File: config.mk
export PLATFORM = sky130hd
export DESIGN_NAME = mf3_gray
export DESIGN_NICKNAME = d
export VERILOG_FILES = /design/src/rtl/mf3_pkg.sv /design/src/rtl/mf3_gray.sv
export SDC_FILE = /design/constraint.sdc
export NUM_CORES = 1
export LEC_CHECK = 0
export BUFFER_PORTS_ARGS = -buffer_cell sky130_fd_sc_hd__buf_2
export CORE_MARGIN = 2
export CORE_UTILIZATION = 55
export DETAILED_ROUTE_END_ITERATION = 7
export GPL_ROUTABILITY_DRIVEN = 0
export PLACE_DENSITY = 0.78
export SLEW_MARGIN = 15
export SYNTH_ARGS = -nofsm -noshare
export SYNTH_HDL_FRONTEND = slang
export SYNTH_SLANG_ARGS = --single-unit
File: constraint.sdc
create_clock -name vclk -period 10.7
set_input_delay 0.535 -clock vclk [all_inputs]
set_output_delay 0.535 -clock vclk [all_outputs]
set_load 0.01 [all_outputs]
File: src/rtl/mf3_pkg.sv
// ----------------------------------------------------------------------------
// mf3_pkg
// Shared types and constants for the 3x3 gray median filter.
// ----------------------------------------------------------------------------
`default_nettype none

package mf3_pkg;

  localparam int PIX_W       = 8;
  localparam int WIN_SIDE    = 3;
  localparam int WIN_N       = 9;
  localparam int MED_IDX     = 4;

  // gray = (r+g+b)/3 as (sum * 683) >> 11, exact for sums up to 765
  localparam int SUM_W       = 10;
  localparam int RECIP3      = 683;
  localparam int RECIP3_SH   = 11;
  localparam int PROD_W      = 20;

  localparam int CFG_DATA_W  = 32;
  localparam int CFG_ADDR_W  = 3;
  localparam int CFG_VAL_W   = 11;
  localparam int CFG_SEL_BIT = 2;

  typedef logic [PIX_W-1:0] pix_t;
  typedef pix_t [WIN_N-1:0] win_t;

  typedef enum logic {
    OP_PIXEL = 1'b0,
    OP_FLUSH = 1'b1
  } op_t;

  typedef enum logic {
    REG_WIDTH  = 1'b0,
    REG_HEIGHT = 1'b1
  } reg_idx_t;

  typedef struct packed {
    op_t  operation;
    pix_t red;
    pix_t green;
    pix_t blue;
  } in_item_t;

  typedef struct packed {
    pix_t median_gray;
    logic frame_last;
  } out_item_t;

  // 19 compare-exchange median network; slot A takes the minimum
  localparam int NET_N = 19;
  typedef logic [3:0] widx_t;
  localparam widx_t NET_A [NET_N] = '{
    4'd1, 4'd4, 4'd7, 4'd0, 4'd3, 4'd6, 4'd1, 4'd4, 4'd7, 4'd0,
    4'd5, 4'd4, 4'd3, 4'd1, 4'd2, 4'd4, 4'd4, 4'd6, 4'd4
  };
  localparam widx_t NET_B [NET_N] = '{
    4'd2, 4'd5, 4'd8, 4'd1, 4'd4, 4'd7, 4'd2, 4'd5, 4'd8, 4'd3,
    4'd8, 4'd7, 4'd6, 4'd4, 4'd5, 4'd7, 4'd2, 4'd4, 4'd2
  };

endpackage

`default_nettype wire

File: src/rtl/mf3_gray.sv
// ----------------------------------------------------------------------------
// mf3_gray
// RGB to gray, (r+g+b)/3 truncated, by reciprocal multiply.
// ----------------------------------------------------------------------------
`default_nettype none

module mf3_gray
  import mf3_pkg::*;
(
  input  wire pix_t red,
  input  wire pix_t green,
  input  wire pix_t blue,
  output      pix_t gray
);

  logic [SUM_W-1:0]  sum;
  logic [PROD_W-1:0] prod;

  assign sum  = SUM_W'(red) + SUM_W'(green) + SUM_W'(blue);
  assign prod = PROD_W'(sum) * PROD_W'(RECIP3);
  assign gray = prod[RECIP3_SH +: PIX_W];

endmodule

`default_nettype wire

### Word-level counts from Yosys, hierarchy flattened

Cells that the tools add are included.

* bits in registers: 0

* $add $sub $neg: 2
* multiply operators: 1

Operator list (count)
* 10-bit by 10-bit multiplier with 19-bit output, second input constant: 1
* 9-bit by 8-bit adder with 10-bit output: 1
* 8-bit by 8-bit adder with 9-bit output: 1

### Logic depth before layout (Yosys ltp)

* depth after elaboration: 3
* mapped depth: 24
* mapped depth without buffers: 23

### Least setup slack after synthesis

OpenSTA, ideal clock, no wires.

* path kind: input to output
* start point: input red[1]
* end point: output gray[5]
* cell stages on the path: 23
* arrival time: 6.000 ns
* slack: 4.165 ns
* cells stage by stage: inv_1 > fa_1 > inv_1 > ha_1 > fa_1 > a21oi_1 > o21ai_0 > o21a_1 > nor2_1 > xnor2_1 > ha_1 > ha_1 > fa_1 > fa_1 > inv_1 > fa_1 > inv_1 > ha_1 > nor3_1 > or3_4 > a21oi_4 > a31oi_1 > a221oi_2

* cells in the longest elaborated chain, start to end: 3

RTL lines
* start: declaration: RTL line mf3_gray.sv:10 `input wire pix_t red,`
* 8-bit by 8-bit adder with 9-bit output: RTL line mf3_gray.sv:19 `assign sum = SUM_W'(red) + SUM_W'(green) + SUM_W'(blue);`
* 9-bit by 8-bit adder with 10-bit output: RTL line mf3_gray.sv:19
* 10-bit by 10-bit multiplier with 19-bit output: RTL line mf3_gray.sv:20 `assign prod = PROD_W'(sum) * PROD_W'(RECIP3);`
* end: declaration: RTL line mf3_gray.sv:13 `output pix_t gray`

No other way between the ends.

### Final worst setup path

Ends and elaborated chain as after synthesis.

==> results.json <==
{
  "outcome": "complete, no violations",
  "nFlopsAndLatches": 0,
  "antenna_cells": 0,
  "route.vias.total": 1765,
  "worst_ep_arrival_time_ps": 6530,
  "crit_buf_inv": 6,
  "synth_top_family_by_area": "adder cells",
  "min-delay-start": "blue[7]",
  "drv_slew": 0,
  "post-route-drc-count": 0,
  "synth_compound_gate_area_share_pct": 13.7,
  "tightest_slew_margin_relative_to_the_limit_pct": 65.1,
  "post_synth_and_or_nand_nor_area_fraction_pct": 8.83,
  "report.final.hold_viol_count": 0,
  "worstHoldPathCells": 6,
  "synth-adder-area-share_pct": 62.7,
  "dieArea_sq_um": 4630,
  "whs_endpoint": "gray[7]",
  "min_period_over_period_pct": 66.0,
  "detail-route-antenna-nets": 0,
  "global_route.usage.total_pct": 19.5,
  "floorplan.core_area_sq_um": 3970,
  "antenna_violations_before_repair": 0,
  "max_clock_freq_mhz": 142,
  "final-seq-area_sq_um": 0,
  "timing.critical_path.mode_cell": "sky130_fd_sc_hd__fa_1",
  "fp.dieW_um": 68.0,
  "cp-end-kind": "output pin",
  "hp-class": "primary input to output pin",
  "post_synth.cell_area_avg_sq_um": 9.47,
  "via_per_inst": 5.53,
  "grt_pass1_vias": 1696,
  "floorplan.initialDensity_pct": 56.7,
  "critical_path.max_fanout": 4,
  "multiplexer_share_of_the_synthesized_area_pct": 0.500,
  "n_clock_buffer": 0,
  "syn_to_final_growth_pct": 9.66,
  "cts_resized": 0,
  "syn-instance-count": 238,
  "wire_length_of_the_first_global_routing_pass_mm": 7.11,
  "io_buffer_count": 32,
  "total_nets_after_synthesis": 357,
  "finalSetupViolations": 0,
  "drt_wl_cell_um": 12.9,
  "post_route_cells_drive_above_1_share_pct": 14.5,
  "crit_slowest_cell": "sky130_fd_sc_hd__fa_1",
  "yosys_warnings": 0,
  "grt_max_degree": 10,
  "residual_overflow_from_global_routing": 0,
  "io-pin-count": 32,
  "synth.yosys.seq_area_share_pct": 0,
  "yosys.area_share.xor_xnor_pct": 7.00,
  "cp_top_family": "adder cells",
  "number_of_buffers_inserted_by_hold_repair_at_cts": 0,
  "detailedRoute.firstIterationViolations": 74,
  "critPathKind": "primary input to output pin",
  "chipHeight_um": 68.0,
  "crit_required_ps": 10170,
  "post-dp-hpwl_mm": 3.89,
  "setup_repair_after_global_routing_missed_its_margin": "false",
  "row_count": 23,
  "totalWireLength_mm": 4.12,
  "mappedNetlistArea_sq_um": 2250,
  "critPathLaunchType": "primary input",
  "pre_repair_dr_iteration_count": 4,
  "yosysUniqueCellTypes": 40,
  "drv_cap": 0,
  "max_slew.worst_pin.slew_ps": 521,
  "post-cts-setup-buffers": 0,
  "final_net_count": 390,
  "cp_slowest_stage_delay_ps": 550,
  "totalNegativeSetupSlack_ps": 0,
  "period_minus_slack_ps": 7070
}
[layer usage]
metal | wire [um] | global-route usage, % | part of all wire, %
met4 | 23 | 2.00 | 0.56
met3 | 82 | 0.164 | 2.0
met2 | 2030 | 33.5 | 49
met1 | 1990 | 28.6 | 48
met5 | 0 | 0 | 0
[synthesized netlist by cell type, types with 2 or more instances]
cell | n | area share, %
sky130_fd_sc_hd__ha_1 | 65 | 36
sky130_fd_sc_hd__o211ai_1 | 3 | 1.0
sky130_fd_sc_hd__nand2_1 | 12 | 2.0
sky130_fd_sc_hd__a21oi_1 | 13 | 2.9
sky130_fd_sc_hd__nand3_1 | 4 | 0.89
sky130_fd_sc_hd__nand4_1 | 2 | 0.56
sky130_fd_sc_hd__nor4_1 | 2 | 0.56
sky130_fd_sc_hd__fa_1 | 30 | 27
sky130_fd_sc_hd__o21a_1 | 3 | 1.0
sky130_fd_sc_hd__a31oi_1 | 2 | 0.56
sky130_fd_sc_hd__o21ai_0 | 7 | 1.6
sky130_fd_sc_hd__xor2_1 | 7 | 2.7
sky130_fd_sc_hd__inv_1 | 42 | 7.0
sky130_fd_sc_hd__xnor2_1 | 11 | 4.3
sky130_fd_sc_hd__nor2_1 | 8 | 1.3
sky130_fd_sc_hd__a21o_1 | 3 | 1.0
[cell families (layout without fill, tap and decap cells)]
family | Yosys count | count (layout)
muxes | 1 | 1
buffers and inverters | 43 | 74
adders and majority gates | 95 | 95
AOI/OAI and AO/OA | 43 | 43
and+or+nand+nor | 38 | 38
xor gates and xnor gates | 18 | 18
[stage by stage]
stage	instance area, sq um	hold WS, ps	instances	util, %	setup slack [ps]
finish	2470	2020	319	62.2	3630
global route	2470	2090	319	62.2	3310
CTS	2470	2040	319	62.2	3630
detailed placement	2470	2030	319	62.2	3660
global placement	2470	2010	319	62.2	3720
floorplan	2250	1720	238	-	4170
[area by class of cell]
class | instances | area [sq um]
Inverter | 42 | 158
Tap cell | 50 | 62.6
Multi-Input combinational cell | 195 | 2090
Fill cell | 358 | 1500
Timing Repair Buffer | 32 | 160
[placed cells by master, fill, tap and decap left out, drive strengths merged, types with 2 or more instances in the layout]
| master | synthesis | routed |
|---|---|---|
| a21o | 3 | 3 |
| a21oi | 14 | 14 |
| a31oi | 2 | 2 |
| buf | 1 | 32 |
| fa | 30 | 30 |
| ha | 65 | 65 |
| inv | 42 | 42 |
| nand2 | 12 | 12 |
| nand3 | 4 | 4 |
| nand4 | 2 | 2 |
| nor2 | 8 | 8 |
| nor4 | 2 | 2 |
| o211ai | 4 | 4 |
| o21a | 3 | 3 |
| o21ai | 8 | 8 |
| o31ai | 2 | 2 |
| or3 | 2 | 2 |
| xnor2 | 11 | 11 |
| xor2 | 7 | 7 |
[how the worst max path moves through the flow]
stage | from | endpoint | slack, ps | cells past startpoint
after global placement | red[1] | gray[5] | 3720 | 25
after CTS | red[1] | gray[5] | 3630 | 25
after detailed placement | red[1] | gray[5] | 3660 | 25
after global routing | red[1] | gray[5] | 3310 | 25
final | red[1] | gray[5] | 3630 | 25
after floorplan | red[1] | gray[5] | 4170 | 23
Power is not shown: default switching activity piles up to over one toggle a cycle in this logic, so the estimate is an artifact.
