$ cat src/rtl/mf3_pkg.sv
// ----------------------------------------------------------------------------
// mf3_pkg
// Shared types and constants for the 3x3 gray median filter.
// ----------------------------------------------------------------------------
`default_nettype none

package mf3_pkg;

  localparam int PIX_W       = 8;
  localparam int WIN_SIDE    = 3;
  localparam int WIN_N       = 9;
  localparam int MED_IDX     = 4;

  // gray = (r+g+b)/3 as (sum * 683) >> 11, exact for sums up to 765
  localparam int SUM_W       = 10;
  localparam int RECIP3      = 683;
  localparam int RECIP3_SH   = 11;
  localparam int PROD_W      = 20;

  localparam int CFG_DATA_W  = 32;
  localparam int CFG_ADDR_W  = 3;
  localparam int CFG_VAL_W   = 11;
  localparam int CFG_SEL_BIT = 2;

  typedef logic [PIX_W-1:0] pix_t;
  typedef pix_t [WIN_N-1:0] win_t;

  typedef enum logic {
    OP_PIXEL = 1'b0,
    OP_FLUSH = 1'b1
  } op_t;

  typedef enum logic {
    REG_WIDTH  = 1'b0,
    REG_HEIGHT = 1'b1
  } reg_idx_t;

  typedef struct packed {
    op_t  operation;
    pix_t red;
    pix_t green;
    pix_t blue;
  } in_item_t;

  typedef struct packed {
    pix_t median_gray;
    logic frame_last;
  } out_item_t;

  // 19 compare-exchange median network; slot A takes the minimum
  localparam int NET_N = 19;
  typedef logic [3:0] widx_t;
  localparam widx_t NET_A [NET_N] = '{
    4'd1, 4'd4, 4'd7, 4'd0, 4'd3, 4'd6, 4'd1, 4'd4, 4'd7, 4'd0,
    4'd5, 4'd4, 4'd3, 4'd1, 4'd2, 4'd4, 4'd4, 4'd6, 4'd4
  };
  localparam widx_t NET_B [NET_N] = '{
    4'd2, 4'd5, 4'd8, 4'd1, 4'd4, 4'd7, 4'd2, 4'd5, 4'd8, 4'd3,
    4'd8, 4'd7, 4'd6, 4'd4, 4'd5, 4'd7, 4'd2, 4'd4, 4'd2
  };

endpackage

`default_nettype wire

$ cat src/rtl/mf3_median.sv
// ----------------------------------------------------------------------------
// mf3_median
// Median of nine by a fixed compare-exchange network.
// ----------------------------------------------------------------------------
`default_nettype none

module mf3_median
  import mf3_pkg::*;
(
  input  wire win_t win,
  output      pix_t median
);

  win_t p;

  always_comb begin
    pix_t lo;
    pix_t hi;
    p = win;
    for (int i = 0; i < NET_N; i++) begin
      lo = p[NET_A[i]];
      hi = p[NET_B[i]];
      if (lo > hi) begin
        p[NET_A[i]] = hi;
        p[NET_B[i]] = lo;
      end
    end
  end

  assign median = p[MED_IDX];

endmodule

`default_nettype wire

$ cat config.mk
export PLATFORM = sky130hd
export DESIGN_NAME = mf3_median
export DESIGN_NICKNAME = d
export VERILOG_FILES = /design/src/rtl/mf3_pkg.sv /design/src/rtl/mf3_median.sv
export SDC_FILE = /design/constraint.sdc
export NUM_CORES = 1
export LEC_CHECK = 0
export BUFFER_PORTS_ARGS = -buffer_cell sky130_fd_sc_hd__buf_2
export CORE_MARGIN = 4
export CORE_UTILIZATION = 58
export DETAILED_ROUTE_END_ITERATION = 10
export PLACE_DENSITY = 0.86
export SLEW_MARGIN = 20
export SYNTH_ARGS = -nofsm -noshare
export SYNTH_HDL_FRONTEND = slang
export SYNTH_SLANG_ARGS = --single-unit
$ cat constraint.sdc
create_clock -name vclk -period 70.9
set_input_delay 17.725 -clock vclk [all_inputs]
set_output_delay 17.725 -clock vclk [all_outputs]
set_load 0.05 [all_outputs]
# Yosys cells after proc, flatten, opt, wreduce, memory -nomap -nowiden
# Cells that the tools add are included.
# classes
order_cmp	19
mux	21
# op_table
op	count
$gt A8 B8 Y1	19
$mux W16	9
$mux W8	12
# word_totals
ff_bits	0
input_bits	72
out_inout_bits	8

# Longest topological paths before layout
# Gate-level depths: netlist of run 1.
# depth
depth_word	18
mapped_depth	100

# Worst setup path before layout of run 1
# OpenSTA, ideal clock, no wires.
# synth_path
kind	input port to output port
from	in win[71] in the netlist's numbering
to	out median[0]
path_slack_ns	19.379
stages	87
t_arrival_ns	33.796
required_time_ns	53.175
n_path_buf	9
path_cell_list	inv_1 ha_1 nand4_1 nor2_1 nor2_1 nor2_2 clkbuf_1 a21oi_1 ha_1 nand4_1 o21ai_0 o221ai_1 o21a_1 buf_6 clkbuf_1 o21ai_0 inv_1 ha_1 [51 not listed] nand4_1 a211o_1 o41ai_1 a21oi_2 nor2_8 buf_2 o21ai_1 ha_1 o21a_1 o21ai_0 nand2b_1 a21oi_1 o21ai_0 o21a_1 nand2_1 inv_1 o2bb2ai_1 nor4_1
# synth_via
elab_chain_len	18
word_cells_on_any_way	26
# synth_lines
element	line	text
from (decl)	mf3_median.sv:10	input wire win_t win,
$gt A8 B8 Y1	mf3_median.sv:23	if (lo > hi) begin
$mux W16 *	mf3_median.sv:23	
$gt A8 B8 Y1	mf3_median.sv:23	
$mux W16	mf3_median.sv:23	
$gt A8 B8 Y1	mf3_median.sv:23	
$mux W16	mf3_median.sv:23	
$gt A8 B8 Y1	mf3_median.sv:23	
$mux W8	mf3_median.sv:23	
[2 not listed]	n/a	
$gt A8 B8 Y1	mf3_median.sv:23	
$mux W8	mf3_median.sv:23	
$gt A8 B8 Y1	mf3_median.sv:23	
$mux W8	mf3_median.sv:23	
$gt A8 B8 Y1	mf3_median.sv:23	
$mux W8	mf3_median.sv:23	
$gt A8 B8 Y1	mf3_median.sv:23	
$mux W8 *	mf3_median.sv:23	
to (decl)	mf3_median.sv:11	output pix_t median
# Mark *: on every way between the ends. The rest lies on a longest branch, timed or not.

# Worst setup path in the final report of run 1
# Ends and elaborated chain as after synthesis.

==> results.sh, run 1 <==
export IMPL_status="finished, final reports clean"
export IMPL_rsz0062_at_grt="false"
export IMPL_grt_total_usage_pct=27.6
export IMPL_min_to="median[2]"
export IMPL_dpl_hpwl_um=16800
export IMPL_gp_congestion=1.04
export IMPL_seq_area_frac_synth_pct=0
export IMPL_fin_setup_tns_ns=0
export IMPL_yosys_area_top_type="ha_1"
export IMPL_slowest_stage="o21a_1"
export IMPL_n_antenna_cell=0
export IMPL_synth_area_mux_share_pct=12.3
export IMPL_cp_common_cell="o21ai_0"
export IMPL_yosysWarnings=0
export IMPL_synthToLayoutAreaGrowth_pct=6.84
export IMPL_regArea_um2=0
export IMPL_cp_arrival_ns=35.01
export IMPL_synthSimpleGateAreaFrac_pct=22.8
export IMPL_synth_fa_ha_area_share_pct=26.6
export IMPL_slew_headroom_pct=26.3
export IMPL_syn_avg_cell_area_um2=6.74
export IMPL_synth_fp_nets=1245
export IMPL_syn_inst=1026
export IMPL_num_vias=7623
export IMPL_die_height_um=117
export IMPL_finalHoldViolCount=0
export IMPL_holdPathStages=6
export IMPL_ant_nets=0
export IMPL_drt_iter0_markers=652
export IMPL_hold_class="in -> out"
export IMPL_synthTopCellsByArea="ha_1, a21oi_1, mux2i_1, o21ai_0, nand2_1"
export IMPL_wl_per_cell_um=15.9
export IMPL_worst_pin_slew_ns=1.11
export IMPL_fin_nets=1297
export IMPL_syn_area_mm2=0.00691
export IMPL_worstHoldStart="win[50]"
export IMPL_critical_path_class="in -> out"
export IMPL_num_fill_cells=1078
export IMPL_end_kind="output port"
export IMPL_crit_fanout=27
export IMPL_holdBufCountCts=0
export IMPL_slew_violations=0
export IMPL_ctsResizeCount=0
export IMPL_synth_top_family_by_area="compound AO/OA/AOI/OAI gates"
export IMPL_die_w_um=117
export IMPL_required_ns=53.18
export IMPL_grt_ovfl_total=0
export IMPL_synthXorXnorAreaFrac_pct=0.253
export IMPL_pin_count=80
export IMPL_drive_above_1_share_pct=12.7
export IMPL_start_util_pct=59.8
export IMPL_vias_per_cell=6.25
export IMPL_setup_viol=0
export IMPL_nClkBuffers=0
export IMPL_cap_violations=0
export IMPL_synth_top_area_share_pct=26.6
export IMPL_cp_slowest_stage_delay_ns=0.70
export IMPL_grt_max_degree=33
export IMPL_critPathLaunchType="primary input"
export IMPL_yosysMostFrequentCell="ha_1"
export IMPL_wl_um=19400
export IMPL_postCtsSetupBuffers=0
export IMPL_grt_pass1_wl_um=31400
export IMPL_die_area_mm2=0.0137
export IMPL_fin_crit_ns=52.73
export IMPL_synth_common_cells="ha_1, a21oi_1, nand2_1, o21ai_0, nor2_1"
export IMPL_grt_antenna_before_repair=0
export IMPL_design_seq_count=0
export IMPL_min_period_over_period_pct=74.4
export IMPL_drc=0
export IMPL_drtPass1Iterations=7
export IMPL_num_rows=39
export IMPL_core_area_mm2=0.0116
export IMPL_io_buffers=80
export IMPL_grt_pass1_vias=6942
export IMPL_synth_compound_area_share_pct=31.0
export IMPL_ys_types=67
export IMPL_clock_fmax_mhz=19.0
cell type report:
class	instances	area (um2)	area share [%]
well taps	143	179	2.42
repair buffers	86	445	6.03
inverters	88	330	4.47
multi-input cells	902	6430	87.1
worst max-delay path: cells and delay by family:
family | cells | cell delay (ns)
fa+ha+maj | 9 | 2.69
compound gates | 35 | 6.38
mux | 3 | 1.23
buf+inv | 5 | 0.62
simple gates | 28 | 6.33
metal layers:
metal  track usage, %  vias up  share of wire (%)
met5                0        -                  0
met4             7.11        0                2.7
met3             3.96       44                7.5
met2             45.7      282                 44
met1             37.4     3446                 45
li1                 -     3851                  -
through the flow:
step | instances | setup WS (ns) | hold slack (ns) | utilization (%) | area [um2]
6_report | 1219 | 18.17 | 36.35 | 63.9 | 7390
5_1_grt | 1219 | 16.71 | 36.43 | 63.9 | 7390
4_1_cts | 1219 | 18.59 | 36.36 | 63.9 | 7390
3_3_place_gp | 1219 | 18.94 | 36.36 | 63.9 | 7390
2_1_floorplan | 1026 | 19.38 | 36.12 | - | 6910
3_5_place_dp | 1219 | 18.62 | 36.36 | 63.9 | 7390
cell usage in the layout (no fill, tap or decap), types with 12 or more instances in the layout:
cell,n
a21oi_1,116
a21o_1,31
nor3_1,13
o21ai_0,93
nand2b_1,17
nand3_1,32
mux2_2,26
nor2_1,93
inv_1,88
mux2i_1,53
and3_1,12
o21a_1,33
nor2b_1,14
nand4_1,14
ha_1,147
nand2_1,95
buf_2,80
cells by family (layout without fill, tap and decap cells):
logic type	count (synthesis)	after routing
and+or+nand+nor	329	329
AOI/OAI and AO/OA	343	343
buffers and inverters	124	174
adders and majority gates	147	147
xor gates and xnor gates	2	2
muxes	81	81
worst max path at each step:
stage | startpoint | end | slack (ns) | cells after the start
global placement | win[65] | median[0] | 18.94 | 82
floorplan | win[71] | median[0] | 19.38 | 87
detailed placement | win[71] | median[0] | 18.62 | 80
CTS | win[71] | median[0] | 18.59 | 80
global route | win[71] | median[0] | 16.71 | 83
finish | win[71] | median[0] | 18.17 | 80
Power of run 1 is left out: the tool's default activity adds up to more than one toggle a clock period on the data nets, which glitch-free logic cannot reach.
==> run 2: changes to the inputs <==
- ABC_AREA: not set -> 1
- CORE_UTILIZATION: 58 -> 56
- PLACE_DENSITY: 0.86 -> 0.88
- clock period: 70.9 -> 45.6 ns (I/O delays scaled with it)
==> run 2 against run 1 <==
Hold slack lost 13 ns. Worst setup slack worse by 10 ns. Sequential share of layout area stayed put. Synthesized cell count grew 8.2%. Critical endpoint is now median[6]. Core utilization down 2.5 points. Highest routed layer unchanged.
==> results.sh, run 2 <==
export IMPL_drc=0
export IMPL_yosysWarnings=0
export IMPL_drt_met1_wl_um=7190
export IMPL_slew_headroom_pct=32.3
export IMPL_crit_fanout=31
export IMPL_cp_common_cell="nand2_1"
export IMPL_fin_crit_ns=37.53
export IMPL_io_buffers=80
export IMPL_wl_um=15900
export IMPL_hold_class="in -> out"
export IMPL_grt_max_degree=32
export IMPL_die_height_um=113
export IMPL_seq_area_frac_synth_pct=0
export IMPL_yosys_area_top_type="ha_1"
export IMPL_met3_length_um=963
export IMPL_postCtsSetupBuffers=0
export IMPL_syn_area_mm2=0.00620
export IMPL_synth_fp_nets=1329
export IMPL_synth_top_area_share_pct=29.6
export IMPL_cp_slowest_stage_delay_ns=0.82
export IMPL_rsz0062_at_grt="false"
export IMPL_yosysMostFrequentCell="nand2_1"
export IMPL_grt_ovfl_total=0
export IMPL_synth_common_cells="nand2_1, o21ai_0, ha_1, inv_1, a21oi_1"
export IMPL_syn_inst=1110
export IMPL_grt_antenna_before_repair=0
export IMPL_n_antenna_cell=0
export IMPL_top_layer="met4"
export IMPL_start_util_pct=57.2
export IMPL_slowest_stage="o31ai_2"
export IMPL_holdBufCountCts=0
export IMPL_mostFrequentLayoutCell="nand2_1"
export IMPL_num_rows=38
export IMPL_drt_iter0_markers=408
export IMPL_critical_path_class="in -> out"
export IMPL_grt_pass1_vias=6273
export IMPL_syn_avg_cell_area_um2=5.59
export IMPL_num_vias=7074
export IMPL_synthToLayoutAreaGrowth_pct=7.30
export IMPL_slew_violations=0
export IMPL_setup_viol=0
export IMPL_finalHoldViolCount=0
export IMPL_grt_total_usage_pct=24.4
export IMPL_layout_common_cells="nand2_1, o21ai_0, ha_1, inv_1, buf_2"
export IMPL_required_ns=34.20
export IMPL_critPathLaunchType="primary input"
export IMPL_ctsResizeCount=0
export IMPL_status="finished, final reports clean"
export IMPL_fin_nets=1381
export IMPL_core_area_mm2=0.0108
export IMPL_ys_types=34
export IMPL_cap_violations=0
export IMPL_drtPass1Iterations=6
export IMPL_ant_nets=0
export IMPL_num_fill_cells=1078
export IMPL_synthTopCellsByArea="ha_1, nand2_1, o21ai_0, inv_1, a21oi_1"
export IMPL_cp_arrival_ns=26.13
export IMPL_nClkBuffers=0
export IMPL_pin_count=80
export IMPL_worst_pin_slew_ns=1.02
export IMPL_end_kind="output port"
export IMPL_fin_setup_tns_ns=0
export IMPL_grt_pass1_wl_um=27100
export IMPL_die_area_mm2=0.0128
export IMPL_design_seq_count=0
export IMPL_drive_above_1_share_pct=12.0
export IMPL_dpl_hpwl_um=14100
export IMPL_die_w_um=113
export IMPL_vias_per_cell=5.44
export IMPL_met2_length_um=7280
export IMPL_min_period_over_period_pct=82.3
export IMPL_gp_congestion=1.03
export IMPL_clock_fmax_mhz=26.6
export IMPL_multi_input_area_mm2=0.00556
export IMPL_wl_per_cell_um=12.3
export IMPL_regArea_um2=0
run 2: layout make-up:
cell class,count,share of cell area [%]
multi-input cells,944,83.5
well taps,140,2.63
repair buffers,84,6.47
inverters,132,7.44
run 2: final timing paths:
path	depth (start not counted)	start	to
worst min-delay path	8	win[52]	median[4]
worst max-delay path	80	win[71]	median[6]
run 2: metrics by stage:
stage               util, %  setup WS [ns]  std cells  hold slack (ns)  instance area (um2)
floorplan                 -          10.51       1110            23.57                 6200
global placement       61.4           8.81       1300            23.77                 6660
detailed placement     61.4           8.32       1300            23.80                 6660
CTS                    61.4           8.34       1300            23.80                 6660
global route           61.4           6.20       1300            23.89                 6660
finish                 61.4           8.07       1300            23.78                 6660
run 2: cells by family (layout without fill, tap and decap cells):
logic type,after synthesis,in the layout,share of synthesized area (%)
AOI/OAI and AO/OA,307,307,26.6
and+or+nand+nor,490,490,33.3
buffers and inverters,166,216,10.4
adders and majority gates,147,147,29.6
run 2: worst max-delay path, delay by kind of cell:
family,cells,cell delay (ns)
buffers and inverters,17,2.89
AOI/OAI and AO/OA,18,4.69
adders and majority gates,9,2.78
and+or+nand+nor,36,4.32
run 2: metal layers:
metal	global-route usage (%)	vias to the layer above
met5	0	-
met1	32.9	3024
met2	42.3	191
met3	0.695	23
met4	7.53	0
li1	-	3836
Power of run 2 is left out for the same reason.
==> run 3: changes to the inputs <==
- clock period: 45.6 -> 32.1 ns (I/O delays scaled with it)
==> run 3 against run 2 <==
Die area stayed put. Critical endpoint unchanged. Worst setup slack worse by 6.1 ns. Non-clock buffer count grew 2. Critical path depth is 2 higher. Global-route usage increased by 0.45 points. Critical path type unchanged. Core utilization up 0.12 points. Largest cell class unchanged.
==> results.sh, run 3 (synthesis results as in run 2) <==
export IMPL_grt_antenna_before_repair=0
export IMPL_wl_um=16300
export IMPL_pin_count=80
export IMPL_dpl_hpwl_um=14500
export IMPL_wl_per_cell_um=12.6
export IMPL_grt_pass1_vias=6408
export IMPL_fin_nets=1383
export IMPL_setup_viol=0
export IMPL_drtPass1Iterations=5
export IMPL_slew_headroom_pct=34.3
export IMPL_synthToLayoutAreaGrowth_pct=7.50
export IMPL_vias_per_cell=5.47
export IMPL_end_kind="output port"
export IMPL_num_vias=7121
export IMPL_critPathLaunchType="primary input"
export IMPL_slowest_stage="o31ai_2"
export IMPL_grt_ovfl_total=0
export IMPL_ctsResizeCount=0
export IMPL_num_fill_cells=1090
export IMPL_slew_violations=0
export IMPL_rsz0062_at_grt="false"
export IMPL_ant_nets=0
export IMPL_gp_congestion=1.04
export IMPL_drive_above_1_share_pct=12.1
export IMPL_crit_cells=82
export IMPL_finalHoldViolCount=0
export IMPL_num_rows=38
export IMPL_crit_fanout=31
export IMPL_holdBufCountCts=0
export IMPL_cp_common_cell="nand2_1"
export IMPL_grt_max_degree=32
export IMPL_design_seq_count=0
export IMPL_grt_total_usage_pct=24.9
export IMPL_drc=0
export IMPL_die_height_um=113
export IMPL_startpoint="win[69]"
export IMPL_layout_common_cells="nand2_1, o21ai_0, ha_1, inv_1, buf_2"
export IMPL_fin_ws_ns=2.00
export IMPL_worst_pin_slew_ns=0.980
export IMPL_status="finished, final reports clean"
export IMPL_cap_violations=0
export IMPL_die_w_um=113
export IMPL_pre_cts_slack_ns=2.18
export IMPL_worstHoldStart="win[53]"
export IMPL_fin_crit_ns=30.10
export IMPL_fin_setup_tns_ns=0
export IMPL_min_period_over_period_pct=93.8
export IMPL_n_antenna_cell=0
export IMPL_postCtsSetupBuffers=0
export IMPL_regArea_um2=0
export IMPL_drt_iter0_markers=421
export IMPL_required_ns=24.07
export IMPL_io_buffers=80
export IMPL_cp_arrival_ns=22.08
export IMPL_nClkBuffers=0
export IMPL_mostFrequentLayoutCell="nand2_1"
export IMPL_cpLargestDelayFamily="simple AND/OR/NAND/NOR gates"
export IMPL_start_util_pct=57.2
export IMPL_critical_path_class="in -> out"
export IMPL_critical_path_endpoint="median[6]"
export IMPL_die_area_mm2=0.0128
export IMPL_clock_fmax_mhz=33.2
export IMPL_hold_class="in -> out"
export IMPL_core_area_mm2=0.0108
export IMPL_cp_slowest_stage_delay_ns=0.82
export IMPL_critPathBufInv=18
export IMPL_grt_pass1_wl_um=27400
==> run 3: cell types whose count changed in the layout (fill, tap and decap cells not counted) <==
| cell | before | now |
|---|---|---|
| buf_2 | 80 | 81 |
| buf_4 | 4 | 5 |
==> run 3: cell type report <==
class,count,area [um2],area share [%]
multi-input combinational,944,5560,83.3
tap,140,175,2.63
inverter,132,495,7.43
timing repair buffer,86,443,6.64
==> run 3: routing by layer <==
layer / part of all wire, % / global-route usage [%] / vias up
met5: 0 / 0 / -
met4: 3.2 / 7.85 / 0
met3: 5.4 / 0.963 / 33
met2: 47 / 44.2 / 199
met1: 45 / 32.4 / 3051
li1: - / - / 3838
==> run 3: worst min-delay path by stage <==
stage / to / slack (ns) / cells past startpoint
after floorplan: median[2] / 16.82 / 6
after global routing: median[4] / 17.18 / 8
after CTS: median[4] / 17.05 / 8
after detailed placement: median[0] / 17.05 / 10
after global placement: median[6] / 17.03 / 8
final: median[5] / 17.03 / 8
==> run 3: metrics by stage <==
| stage | hold WS, ns | utilization (%) | cell area, um2 | cells |
|---|---|---|---|---|
| global route | 17.18 | 61.5 | 6670 | 1302 |
| CTS | 17.05 | 61.5 | 6660 | 1301 |
| global placement | 17.03 | 61.5 | 6660 | 1301 |
| detailed placement | 17.05 | 61.5 | 6660 | 1301 |
| finish | 17.03 | 61.5 | 6670 | 1302 |
| floorplan | 16.82 | - | 6200 | 1110 |
Power of run 3 is left out for the same reason.
